--- config.mk ---
export PLATFORM = sky130hd
export DESIGN_NAME = rotator_position_frame_encoder
export DESIGN_NICKNAME = d
export VERILOG_FILES = /design/src/sv/rpfe_pkg.sv /design/src/sv/rotator_position_frame_encoder.sv /design/src/sv/rpfe_front.sv /design/src/sv/rpfe_queue.sv /design/src/sv/rpfe_back.sv
export VERILOG_INCLUDE_DIRS = /design/src /design/src/sv
export SDC_FILE = /design/constraint.sdc
export NUM_CORES = 1
export LEC_CHECK = 0
export ABC_AREA = 1
export BUFFER_PORTS_ARGS = -buffer_cell sky130_fd_sc_hd__buf_4
export CELL_PAD_IN_SITES_DETAIL_PLACEMENT = 0
export CELL_PAD_IN_SITES_GLOBAL_PLACEMENT = 1
export CORE_ASPECT_RATIO = 2
export CORE_MARGIN = 2
export CORE_UTILIZATION = 40
export CTS_CLUSTER_DIAMETER = 30
export CTS_CLUSTER_SIZE = 25
export DETAILED_ROUTE_END_ITERATION = 8
export PLACE_DENSITY_LB_ADDON = 0.08
export SLEW_MARGIN = 20
export SYNTH_ARGS = -nofsm -noshare
export SYNTH_HDL_FRONTEND = slang
export SYNTH_SLANG_ARGS = --single-unit
--- constraint.sdc ---
create_clock -name clk -period 3.3 [get_ports clk]
set_input_delay 0 -clock clk [delete_from_list [all_inputs] [get_ports clk]]
set_output_delay 0 -clock clk [all_outputs]
set_load 0.01 [all_outputs]
--- src/sv/rotator_position_frame_encoder_assert.svh ---
// assertion macros shared by the frame encoder modules
`ifndef ROTATOR_POSITION_FRAME_ENCODER_ASSERT_SVH
`define ROTATOR_POSITION_FRAME_ENCODER_ASSERT_SVH
`ifndef SYNTH
`define RPFE_ASSERT(label, prop) \
    label: assert property (@(posedge clk) disable iff (!rst_n) (prop)) \
        else $error("rpfe assertion failed");
`define RPFE_ASSERT_NEXT(label, pre, post) \
    label: assert property (@(posedge clk) disable iff (!rst_n) (pre) |=> (post)) \
        else $error("rpfe assertion failed");
`else
`define RPFE_ASSERT(label, prop)
`define RPFE_ASSERT_NEXT(label, pre, post)
`endif
`endif

--- src/sv/rpfe_pkg.sv ---
// types and constants of the rotator position frame encoder
package rpfe_pkg;

    localparam int FRAME_LEN = 48;
    localparam int IDX_W = $clog2(FRAME_LEN);
    localparam logic [IDX_W-1:0] LAST_IDX = IDX_W'(FRAME_LEN - 1);
    localparam logic [IDX_W-1:0] CK_IDX = IDX_W'(FRAME_LEN - 2);

    localparam int ANGLE_W = 10;
    localparam logic [ANGLE_W-1:0] ANGLE_ZERO = '0;
    localparam logic [ANGLE_W-1:0] EL_UP = 10'd90;
    localparam logic [ANGLE_W-1:0] AZ_CW = 10'd180;
    localparam logic [ANGLE_W-1:0] DIGIT_MOD = 10'd1000;

    localparam logic [7:0] RST_STATUS = 8'b1010_0001;
    localparam logic [7:0] RST_AZ_DRIVE = 8'd164;
    localparam logic [7:0] RST_EL_DRIVE = 8'd46;
    localparam logic [7:0] RST_AZ_DB = 8'h01;
    localparam logic [7:0] RST_EL_DB = 8'h01;

    localparam logic [7:0] CH_START = 8'h24;
    localparam logic [7:0] CH_END = 8'h23;
    localparam logic [7:0] CH_ZERO = 8'h30;
    localparam logic [7:0] CH_DOT = 8'h2e;
    localparam logic [7:0] CH_A = 8'h41;
    localparam logic [7:0] CH_Z = 8'h5a;
    localparam logic [7:0] CH_E = 8'h45;
    localparam logic [7:0] CH_L = 8'h4c;
    localparam logic [7:0] CH_U = 8'h55;
    localparam logic [7:0] CH_D = 8'h44;

    typedef enum logic [2:0] {
        OP_SET  = 3'd0,
        OP_PARK = 3'd1,
        OP_UP   = 3'd2,
        OP_DOWN = 3'd3,
        OP_CCW  = 3'd4,
        OP_CW   = 3'd5
    } op_t;

    typedef enum logic [2:0] {
        CFG_STATUS   = 3'd0,
        CFG_AZ_DRIVE = 3'd1,
        CFG_EL_DRIVE = 3'd2,
        CFG_AZ_DB    = 3'd3,
        CFG_EL_DB    = 3'd4
    } cfg_idx_t;

    typedef struct packed {
        logic               bad;
        logic [ANGLE_W-1:0] az;
        logic [ANGLE_W-1:0] el;
    } entry_t;

    typedef struct packed {
        logic [7:0] status;
        logic [7:0] az_drive;
        logic [7:0] el_drive;
        logic [7:0] az_db;
        logic [7:0] el_db;
    } cfg_t;

endpackage

--- src/sv/rotator_position_frame_encoder.sv ---
// top level of the rotator position frame encoder
//
//  channel  | handshake            | payload
//  ---------+----------------------+------------------------------------------
//  in       | in_valid / in_ready  | op, az_target, el_target
//  out      | out_valid / out_ready| frame_byte, last_byte, bad_op, cur_az, cur_el
//  cfg      | cfg_valid / cfg_ready| cfg_index, cfg_data
//
// a valid command gives 48 bytes at one transfer per cycle while out_ready is high, an invalid one a single result
// frames follow back to back when a command is queued: byte 0 of the next frame comes in the cycle after byte 47
// a two-entry queue takes commands while a frame is streaming; in_ready drops when it is full
// out stalls freeze the byte counter; digit split runs in the first cycles of each frame
// reset clears target position, queue and byte counter and loads the register defaults
module rotator_position_frame_encoder
(
    input  logic                         clk,
    input  logic                         rst_n,
    input  logic                         in_valid,
    output logic                         in_ready,
    input  logic [2:0]                   op,
    input  logic [rpfe_pkg::ANGLE_W-1:0] az_target,
    input  logic [rpfe_pkg::ANGLE_W-1:0] el_target,
    output logic                         out_valid,
    input  logic                         out_ready,
    output logic [7:0]                   frame_byte,
    output logic                         last_byte,
    output logic                         bad_op,
    output logic [rpfe_pkg::ANGLE_W-1:0] cur_az,
    output logic [rpfe_pkg::ANGLE_W-1:0] cur_el,
    input  logic                         cfg_valid,
    output logic                         cfg_ready,
    input  logic [2:0]                   cfg_index,
    input  logic [7:0]                   cfg_data
);

    rpfe_pkg::cfg_t   cfg_reg;
    rpfe_pkg::entry_t push_entry;
    rpfe_pkg::entry_t q_entry;
    logic             push;
    logic             q_full;
    logic             q_valid;
    logic             pop;

    assign cfg_ready = 1'b1;

    always_ff @(posedge clk or negedge rst_n)
    begin
        if (!rst_n)
        begin
            cfg_reg.status <= rpfe_pkg::RST_STATUS;
            cfg_reg.az_drive <= rpfe_pkg::RST_AZ_DRIVE;
            cfg_reg.el_drive <= rpfe_pkg::RST_EL_DRIVE;
            cfg_reg.az_db <= rpfe_pkg::RST_AZ_DB;
            cfg_reg.el_db <= rpfe_pkg::RST_EL_DB;
        end
        else if (cfg_valid)
        begin
            case (rpfe_pkg::cfg_idx_t'(cfg_index))
                rpfe_pkg::CFG_STATUS:   cfg_reg.status <= cfg_data;
                rpfe_pkg::CFG_AZ_DRIVE: cfg_reg.az_drive <= cfg_data;
                rpfe_pkg::CFG_EL_DRIVE: cfg_reg.el_drive <= cfg_data;
                rpfe_pkg::CFG_AZ_DB:    cfg_reg.az_db <= cfg_data;
                rpfe_pkg::CFG_EL_DB:    cfg_reg.el_db <= cfg_data;
                default:                cfg_reg <= cfg_reg;
            endcase
        end
    end

    rpfe_front u_front
    (
        .clk        (clk),
        .rst_n      (rst_n),
        .in_valid   (in_valid),
        .in_ready   (in_ready),
        .op         (op),
        .az_target  (az_target),
        .el_target  (el_target),
        .q_full     (q_full),
        .push       (push),
        .push_entry (push_entry)
    );

    rpfe_queue u_queue
    (
        .clk        (clk),
        .rst_n      (rst_n),
        .push       (push),
        .push_entry (push_entry),
        .full       (q_full),
        .pop        (pop),
        .q_valid    (q_valid),
        .q_entry    (q_entry)
    );

    rpfe_back u_back
    (
        .clk        (clk),
        .rst_n      (rst_n),
        .q_valid    (q_valid),
        .q_entry    (q_entry),
        .pop        (pop),
        .cfg        (cfg_reg),
        .out_valid  (out_valid),
        .out_ready  (out_ready),
        .frame_byte (frame_byte),
        .last_byte  (last_byte),
        .bad_op     (bad_op),
        .cur_az     (cur_az),
        .cur_el     (cur_el)
    );

endmodule

--- src/sv/rpfe_front.sv ---
// command front end: resolves op codes and keeps the target position
module rpfe_front
(
    input  logic                              clk,
    input  logic                              rst_n,
    input  logic                              in_valid,
    output logic                              in_ready,
    input  logic [2:0]                        op,
    input  logic [rpfe_pkg::ANGLE_W-1:0]      az_target,
    input  logic [rpfe_pkg::ANGLE_W-1:0]      el_target,
    input  logic                              q_full,
    output logic                              push,
    output rpfe_pkg::entry_t                  push_entry
);

    logic [rpfe_pkg::ANGLE_W-1:0] az_reg;
    logic [rpfe_pkg::ANGLE_W-1:0] el_reg;
    logic [rpfe_pkg::ANGLE_W-1:0] az_next;
    logic [rpfe_pkg::ANGLE_W-1:0] el_next;
    logic                         bad;

    always_comb
    begin
        bad = 1'b0;
        az_next = az_reg;
        el_next = el_reg;
        case (rpfe_pkg::op_t'(op))
            rpfe_pkg::OP_SET:
            begin
                az_next = az_target;
                el_next = el_target;
            end
            rpfe_pkg::OP_PARK:
            begin
                az_next = rpfe_pkg::ANGLE_ZERO;
                el_next = rpfe_pkg::ANGLE_ZERO;
            end
            rpfe_pkg::OP_UP:   el_next = rpfe_pkg::EL_UP;
            rpfe_pkg::OP_DOWN: el_next = rpfe_pkg::ANGLE_ZERO;
            rpfe_pkg::OP_CCW:  az_next = rpfe_pkg::ANGLE_ZERO;
            rpfe_pkg::OP_CW:   az_next = rpfe_pkg::AZ_CW;
            default:           bad = 1'b1;
        endcase
    end

    assign in_ready = !q_full;
    assign push = in_valid && !q_full;
    assign push_entry = '{bad: bad, az: az_next, el: el_next};

    always_ff @(posedge clk or negedge rst_n)
    begin
        if (!rst_n)
        begin
            az_reg <= '0;
            el_reg <= '0;
        end
        else if (push && !bad)
        begin
            az_reg <= az_next;
            el_reg <= el_next;
        end
    end

endmodule

--- src/sv/rpfe_queue.sv ---
// two-entry command queue between front end and frame generator
module rpfe_queue
(
    input  logic             clk,
    input  logic             rst_n,
    input  logic             push,
    input  rpfe_pkg::entry_t push_entry,
    output logic             full,
    input  logic             pop,
    output logic             q_valid,
    output rpfe_pkg::entry_t q_entry
);

    `include "rotator_position_frame_encoder_assert.svh"

    rpfe_pkg::entry_t mem [2];
    logic [1:0]       count_reg;
    logic [1:0]       count_next;
    logic             wr_reg;
    logic             rd_reg;

    assign full = (count_reg == 2'd2);
    assign q_valid = (count_reg != 2'd0);
    assign q_entry = mem[rd_reg];

    always_comb
    begin
        count_next = count_reg;
        if (push && !pop)
            count_next = count_reg + 2'd1;
        else if (pop && !push)
            count_next = count_reg - 2'd1;
    end

    always_ff @(posedge clk or negedge rst_n)
    begin
        if (!rst_n)
        begin
            count_reg <= '0;
            wr_reg <= 1'b0;
            rd_reg <= 1'b0;
        end
        else
        begin
            count_reg <= count_next;
            if (push)
                wr_reg <= !wr_reg;
            if (pop)
                rd_reg <= !rd_reg;
        end
    end

    always_ff @(posedge clk)
    begin
        if (push)
            mem[wr_reg] <= push_entry;
    end

    `RPFE_ASSERT(a_no_push_full, !(push && full))
    `RPFE_ASSERT(a_no_pop_empty, !(pop && !q_valid))
    `RPFE_ASSERT(a_ptr_count, (count_reg == 2'd1) == (wr_reg != rd_reg))

endmodule

--- src/sv/rpfe_back.sv ---
// frame generator: digit split, byte sequencing and running checksum
module rpfe_back
(
    input  logic                         clk,
    input  logic                         rst_n,
    input  logic                         q_valid,
    input  rpfe_pkg::entry_t             q_entry,
    output logic                         pop,
    input  rpfe_pkg::cfg_t               cfg,
    output logic                         out_valid,
    input  logic                         out_ready,
    output logic [7:0]                   frame_byte,
    output logic                         last_byte,
    output logic                         bad_op,
    output logic [rpfe_pkg::ANGLE_W-1:0] cur_az,
    output logic [rpfe_pkg::ANGLE_W-1:0] cur_el
);

    `include "rotator_position_frame_encoder_assert.svh"

    logic                         valid_reg;
    logic [rpfe_pkg::IDX_W-1:0]   idx_reg;
    logic [7:0]                   ck_reg;
    logic                         bad_reg;
    logic [rpfe_pkg::ANGLE_W-1:0] az_reg;
    logic [rpfe_pkg::ANGLE_W-1:0] el_reg;

    // lane 0 azimuth, lane 1 elevation
    logic [9:0]  r_reg    [2];
    logic [3:0]  hund_reg [2];
    logic [6:0]  rem_reg  [2];
    logic [3:0]  tens_reg [2];
    logic [6:0]  ones     [2];
    logic [15:0] hund_prod [2];
    logic [9:0]  hund_x100 [2];
    logic [9:0]  rem_full  [2];
    logic [13:0] tens_prod [2];
    logic [9:0]  r_next    [2];
    logic [9:0]  ld_val    [2];

    logic xfer;
    logic load;
    logic [7:0] byte_val;

    assign xfer = valid_reg && out_ready;
    assign load = q_valid && (!valid_reg || (xfer && last_byte));
    assign pop = load;

    assign out_valid = valid_reg;
    assign last_byte = bad_reg || (idx_reg == rpfe_pkg::LAST_IDX);
    assign bad_op = bad_reg;
    assign cur_az = az_reg;
    assign cur_el = el_reg;
    assign frame_byte = bad_reg ? 8'd0 : byte_val;

    assign ld_val[0] = q_entry.az;
    assign ld_val[1] = q_entry.el;

    // reciprocal multiplies: x/100 = (x*41)>>12 for x<1000, x/10 = (x*103)>>10 for x<100
    always_comb
    begin
        for (int g = 0; g < 2; g++)
        begin
            r_next[g] = (ld_val[g] >= rpfe_pkg::DIGIT_MOD) ?
                        (ld_val[g] - rpfe_pkg::DIGIT_MOD) : ld_val[g];
            hund_prod[g] = {6'd0, r_reg[g]} * 16'd41;
            hund_x100[g] = {6'd0, hund_reg[g]} * 10'd100;
            rem_full[g] = r_reg[g] - hund_x100[g];
            tens_prod[g] = {7'd0, rem_reg[g]} * 14'd103;
            ones[g] = rem_reg[g] - ({3'd0, tens_reg[g]} * 7'd10);
        end
    end

    always_ff @(posedge clk)
    begin
        for (int g = 0; g < 2; g++)
        begin
            if (load)
                r_reg[g] <= r_next[g];
            hund_reg[g] <= hund_prod[g][15:12];
            rem_reg[g] <= rem_full[g][6:0];
            tens_reg[g] <= tens_prod[g][13:10];
        end
        if (load)
        begin
            bad_reg <= q_entry.bad;
            az_reg <= q_entry.az;
            el_reg <= q_entry.el;
        end
    end

    always_comb
    begin
        case (idx_reg)
            6'd0:  byte_val = rpfe_pkg::CH_START;
            6'd1:  byte_val = rpfe_pkg::CH_A;
            6'd2:  byte_val = rpfe_pkg::CH_Z;
            6'd3:  byte_val = rpfe_pkg::CH_ZERO | {4'd0, hund_reg[0]};
            6'd4:  byte_val = rpfe_pkg::CH_ZERO | {4'd0, tens_reg[0]};
            6'd5:  byte_val = rpfe_pkg::CH_ZERO | {4'd0, ones[0][3:0]};
            6'd6:  byte_val = rpfe_pkg::CH_E;
            6'd7:  byte_val = rpfe_pkg::CH_L;
            6'd8:  byte_val = rpfe_pkg::CH_ZERO | {4'd0, hund_reg[1]};
            6'd9:  byte_val = rpfe_pkg::CH_ZERO | {4'd0, tens_reg[1]};
            6'd10: byte_val = rpfe_pkg::CH_ZERO | {4'd0, ones[1][3:0]};
            6'd11: byte_val = rpfe_pkg::CH_U;
            6'd12: byte_val = rpfe_pkg::CH_L;
            6'd17, 6'd30: byte_val = rpfe_pkg::CH_DOT;
            6'd13, 6'd14, 6'd15, 6'd16, 6'd18, 6'd19, 6'd20, 6'd21, 6'd22, 6'd23,
            6'd26, 6'd27, 6'd28, 6'd29, 6'd31, 6'd32, 6'd33, 6'd34, 6'd35, 6'd36:
                byte_val = rpfe_pkg::CH_ZERO;
            6'd24: byte_val = rpfe_pkg::CH_D;
            6'd25: byte_val = rpfe_pkg::CH_L;
            6'd37: byte_val = cfg.status;
            6'd42: byte_val = cfg.az_drive;
            6'd43: byte_val = cfg.el_drive;
            6'd44: byte_val = cfg.az_db;
            6'd45: byte_val = cfg.el_db;
            6'd46: byte_val = ck_reg;
            6'd47: byte_val = rpfe_pkg::CH_END;
            default: byte_val = 8'd0;
        endcase
    end

    always_ff @(posedge clk or negedge rst_n)
    begin
        if (!rst_n)
        begin
            valid_reg <= 1'b0;
            idx_reg <= '0;
            ck_reg <= '0;
        end
        else if (load)
        begin
            valid_reg <= 1'b1;
            idx_reg <= '0;
            ck_reg <= '0;
        end
        else if (xfer)
        begin
            if (last_byte)
            begin
                valid_reg <= 1'b0;
                idx_reg <= '0;
            end
            else
            begin
                idx_reg <= idx_reg + 6'd1;
                // checksum covers bytes 1 to 45
                if (idx_reg != 6'd0 && idx_reg < rpfe_pkg::CK_IDX)
                    ck_reg <= ck_reg ^ byte_val;
            end
        end
    end

    `RPFE_ASSERT_NEXT(a_idx_step, xfer && !last_byte,
                      valid_reg && idx_reg == $past(idx_reg) + 6'd1)
    `RPFE_ASSERT(a_bad_single, !(valid_reg && bad_reg && idx_reg != 6'd0))
    `RPFE_ASSERT(a_digits_dec, !(valid_reg && !bad_reg && idx_reg >= 6'd4) ||
                 (hund_reg[0] < 4'd10 && tens_reg[0] < 4'd10 && ones[0] < 7'd10 &&
                  hund_reg[1] < 4'd10 && tens_reg[1] < 4'd10 && ones[1] < 7'd10))
    `RPFE_ASSERT_NEXT(a_stall_hold, valid_reg && !out_ready && !bad_reg, valid_reg && $stable(idx_reg))

endmodule
=== Word level (Yosys, flattened, before mapping) ===
Memory sizes are Yosys's and may differ from the RTL's.
Index checks and enable logic that the tools add are counted.

* Memories: 5
* Output and inout port bits: 33
* Memory bits (writable): 92
* Register bits: 100
* Word-level logic and storage cells: 157
* Input port bits: 39

{| class="wikitable"
|+ Memory list
! memory !! depth !! width !! read ports !! clocked after Yosys merged registers in !! wr ports !! line !! text
|-
| u_queue.mem || 2 || 21 || 1 || 0 || 1 || rpfe_queue.sv:16 || <nowiki>rpfe_pkg::entry_t mem [2];</nowiki>
|-
| u_back.r_reg || 2 || 10 || 2 || 0 || 2 || rpfe_back.sv:29 || <nowiki>logic [9:0] r_reg [2];</nowiki>
|-
| u_back.rem_reg || 2 || 7 || 2 || 0 || 2 || rpfe_back.sv:31 || <nowiki>logic [6:0] rem_reg [2];</nowiki>
|-
| u_back.hund_reg || 2 || 4 || 2 || 0 || 2 || rpfe_back.sv:30 || <nowiki>logic [3:0] hund_reg [2];</nowiki>
|-
| u_back.tens_reg || 2 || 4 || 2 || 0 || 2 || rpfe_back.sv:32 || <nowiki>logic [3:0] tens_reg [2];</nowiki>
|}

* Equal/unequal tests: 54
* Mux-type cells: 23
* Reduce and logical (&&, ||, !) cells: 38
* Magnitude comparators: 3
* $add $sub $neg: 9
* $mul: 8
* Bitwise gates (word level): 1

{| class="wikitable"
|+ Operators by type and width
! cell !! number
|-
| 8-bit one-hot mux with 22 select lines || 1
|-
| 6-bit by 5-bit == test with 1-bit output (second input constant) || 16
|-
| 6-bit == test (second input constant) || 12
|-
| 10-bit one-hot mux with 3 select lines || 2
|-
| 6-bit by 4-bit == test with 1-bit output (second input constant) || 8
|-
| 8-bit two-way mux || 5
|-
| 10-bit by 6-bit multiplier with 16-bit output (second input constant) || 2
|-
| 7-bit by 7-bit multiplier with 14-bit output (second input constant) || 2
|-
| 6-bit by 3-bit == test with 1-bit output (second input constant) || 4
|-
| 10-bit >= comparator (second input constant) || 2
|-
| 10-bit two-way mux || 2
|-
| 20-bit OR reduction || 1
|-
| 10-bit subtractor (second input constant) || 2
|-
| 6-bit two-way mux || 3
|-
| 7-bit subtractor || 2
|-
| 3-bit by 2-bit == test with 1-bit output (second input constant) || 4
|-
| 6-bit by 2-bit == test with 1-bit output (second input constant) || 2
|-
| 2-bit AND reduction || 6
|-
| 4-bit by 5-bit multiplier with 5-bit output (second input constant) || 2
|-
| 2-bit nonzero test || 5
|-
| 3-bit == test (second input constant) || 3
|-
| 1-bit logical AND || 8
|-
| 4-bit by 3-bit multiplier with 3-bit output (second input constant) || 2
|-
| 1-bit two-way mux || 8
|-
| other kinds (20) || 32
|}

=== Depth between registers and ports, before layout ===
An unclocked memory read counts as a cell.

* Depth after elaboration: 9
* Gate-level depth with buffers: 16

=== By module ===
From an unflattened synthesis, not the netlist that was laid out.

* Cells, all modules: 1,333
* Area total of the unflattened synthesis: 12,125.4 um^2

{| class="wikitable"
|+ Modules (own cells, without submodules)
! module !! cells an instance !! instances !! area an instance (um^2)
|-
| rpfe_back || 899 || 1 || 7,567.3
|-
| rpfe_queue || 90 || 1 || 1,726.7
|-
| rotator_position_frame_encoder || 184 || 1 || 1,684.1
|-
| rpfe_front || 160 || 1 || 1,147.4
|}

=== Worst setup path after synthesis ===
OpenSTA, ideal clock, no wires.

* Kind: register -> register
* Start point: memory u_back.rem_reg[0][5]
* End point: memory u_back.tens_reg[0][2]
* Setup time: 72 ps
* Buffers on the path: 0
* Arrival: 2,988 ps
* Slack: 240 ps
* Required time: 3,228 ps
* Stages on the path, launching flop included: 14
* Cells stage by stage: dfxtp_1 -> ha_1 -> ha_1 -> inv_1 -> fa_1 -> fa_1 -> inv_1 -> ha_1 -> a21oi_1 -> o21ai_0 -> nand2_1 -> nand3_1 -> a21oi_1 -> xnor2_1

{| class="wikitable"
|+ RTL lines
! item !! line
|-
| from (decl) || rpfe_back.sv:31
|-
| to (decl) || rpfe_back.sv:32
|}

==> implementation parameters <==
Parameter                              Value

Worst setup path
  Largest driver fanout on the critical path    4
  FF-to-FF path depth    10
  Crit end category    flop
  Reg-to-Reg End    u_back.tens_reg[0][2]
  Startpoint type of the worst setup path    flop
  Startpoint of the most critical register-to-register path    u_back.rem_reg[0][2]
  R2R Setup Slk    0.16 ns
  Start-to-end type of the worst setup path    flop to flop
  Required time of the critical path    3.67 ns
  Endpoint arrival time on the critical path    3.51 ns

Routing
  M1 wire length    10700 um
  Final routed wire length divided by cell count    16.2 um
  Met2 routed WL    16200 um
  Vias per cell    4.89
  Number of remaining DRC errors    0
  Metal3 WL    626 um
  Initial detailed-routing violation count    267
  Number of nets with antenna violations after detailed routing    0
  Uppermost layer routed    met4
  Number of iterations in the first detailed-routing pass    4
  DR vias    8640
  DRT Wirelength    28600 um

Floorplan
  Starting density of the core    40.4%
  Die area    31200 um^2
  Floorplan Core Area    29400 um^2
  Die span in x    126 um
  Standard-cell rows    89
  I/O pin cnt    72
  Vert. Die Dim    248 um

Timing
  Worst max-slew margin expressed relative to the limit    46.9%
  Fin. Hold Viols    0
  WHS    0.0320 ns
  Setup Viol. Count Final    0
  Setup ws final    0.165 ns
  Number of max-slew violations in the final report    0
  Max frequency    319 MHz
  Tightest Pin Transition    0.797 ns
  Crit path time final    3.14 ns
  Final period util    95.0%
  Setup tns final    0 ns
  Fin Clk Skew    0.0109 ns

CTS
  Clock net sink count    186
  Later-pin clock latency in the skew report    0.45 ns
  Level count of the clock H-tree    4
  Root Driver    clkbuf_16
  Number of CTS-inserted buffers    17
  Buffer levels on the longest clock path    2
  Reg clk slew, reported paths    0.07 ns
  Clock tree from TritonCTS    done

Placement
  Buffers on Ports    70
  Placer Congestion    0.883
  Post-placement worst setup slack    -0.0188 ns
  DPL Wire Length    22900 um

Logic synthesis
  Post-synthesis cell count    1284
  Net Count, Synth    1512
  Average cell area after synthesis    9.25 um^2
  Post-synth top flop    edfxtp_1
  FFs w/ async S/R, synth    42.5%
  Combined area of all synthesized cells    11900 um^2
  Post-synthesis cell type count    53
  Number of enable-type register cells in the synthesized netlist    77
  Number of synthesized register bits    186
  Number of warnings printed during yosys synthesis    0
  Sequential cell area fraction in the yosys report    41.3%

GRT
  Largest net degree at the start of global routing    59
  Remaining Overflow, GRT    0
  Wire length of the first global-routing pass    46700 um
  Vias in the first global route    9140
  All-Layer GR Usage    19.3%
  Number of antenna violations at the first check in global routing    0

Hold path
  End point of the most critical hold path    u_queue.wr_reg
  Hold path startpoint    in_valid
  Cell depth of the worst hold path    5
  Path category of the worst min-delay check    input port to flop

Final layout
  Share of final-layout standard cells stronger than drive strength 1    15.2%
  Most common library cell in the layout ignoring fill and taps    nand2_1
  Antenna diode instance count    0
  Layout-stage area growth over the synthesis result    16.5%
  Total number of nets in the final design    1617
  Final core utilization    47.0%
  Layout fillers    2900
  Highest-count cells in the layout ignoring fill and taps    249 x nand2_1, 154 x ha_1, 145 x inv_1
  Number of flip-flops under the largest register name    42

Outcome
  Result of the run    completed

Flow run
  Max cap viols    0
[worst max path at each step]
stage / start / to / slack, ns / cells past startpoint
floorplan: u_back.rem_reg[0][5] / u_back.tens_reg[0][2] / 0.24 / 13
global route: u_back.rem_reg[0][2] / u_back.tens_reg[0][2] / -0.002 / 10
finish: u_back.rem_reg[0][2] / u_back.tens_reg[0][2] / 0.16 / 10
global placement: u_back.rem_reg[0][4] / u_back.tens_reg[0][2] / 0.05 / 13
CTS: u_back.rem_reg[0][4] / u_back.tens_reg[0][2] / 0.03 / 13
detailed placement: u_back.rem_reg[0][4] / u_back.tens_reg[0][2] / -0.02 / 13
[Yosys cell counts, drive strengths merged, types with 11 or more instances]
master	number	share of area, %
nand3	78	3.5
a21oi	45	1.9
fa	28	4.7
o21ai	115	4.9
nor2	103	3.9
or2	11	0.58
dfxtp	30	5.1
clkbuf	13	0.41
ha	161	17
nand2	259	8.5
dfstp	12	2.7
inv	159	5.0
nand4	22	1.2
edfxtp	77	19
buf	22	1.4
xnor2	22	1.6
xor2	23	1.7
dfrtp	67	14
[worst max-delay path, stage by stage (launching register included)]
cell	delay (ns)
dfxtp_2	0.35
ha_1	0.33
fa_1	0.49
fa_1	0.60
ha_4	0.22
ha_4	0.25
a21o_1	0.21
a31oi_2	0.20
nand3_2	0.13
a21oi_2	0.17
xnor2_1	0.12
[per-layer routing]
metal | GRT usage [%] | vias up
met4 | 7.98 | 0
met3 | 3.47 | 40
li1 | - | 4465
met2 | 38.3 | 110
met1 | 19.5 | 4025
met5 | 0 | -
[repair_timing]
item	CTS	global route
setup endpoints to repair	1	5
buffers inserted	0	2
hold buffers	33	0
gates resized for setup	1	24
pin swaps	0	13
hold endpoints to repair	150	0
[logic make-up after synthesis]
group / Yosys count / share of synthesized area (%)
and+or+nand+nor: 482 / 18.2
buffers and inverters: 195 / 6.93
adders and majority gates: 189 / 21.7
DFF: 186 / 41.3
AOI/OAI and AO/OA: 185 / 8.43
xor gates and xnor gates: 45 / 3.32
other: 1 / 0.0316
muxes: 1 / 0.0843
[area by class of cell]
| type | count | area, um^2 | share of cell area, % |
|---|---|---|---|
| clock buffers | 19 | 454 | 3.28 |
| well taps | 364 | 455 | 3.29 |
| repair buffers | 121 | 991 | 7.17 |
| multi-input cells | 903 | 6270 | 45.3 |
| inverters | 160 | 603 | 4.36 |
| flip-flops and latches | 186 | 4910 | 35.5 |
| clock inverters | 13 | 145 | 1.05 |
[per-stage QoR]
stage | instances | cell area [um^2]
CTS | 1764 | 13700
finish | 1766 | 13800
global route | 1766 | 13800
global placement | 1699 | 12800
detailed placement | 1699 | 12800
floorplan | 1284 | 11900
Power is not shown: default switching activity piles up to over one toggle a cycle in this logic, so the estimate is an artifact.
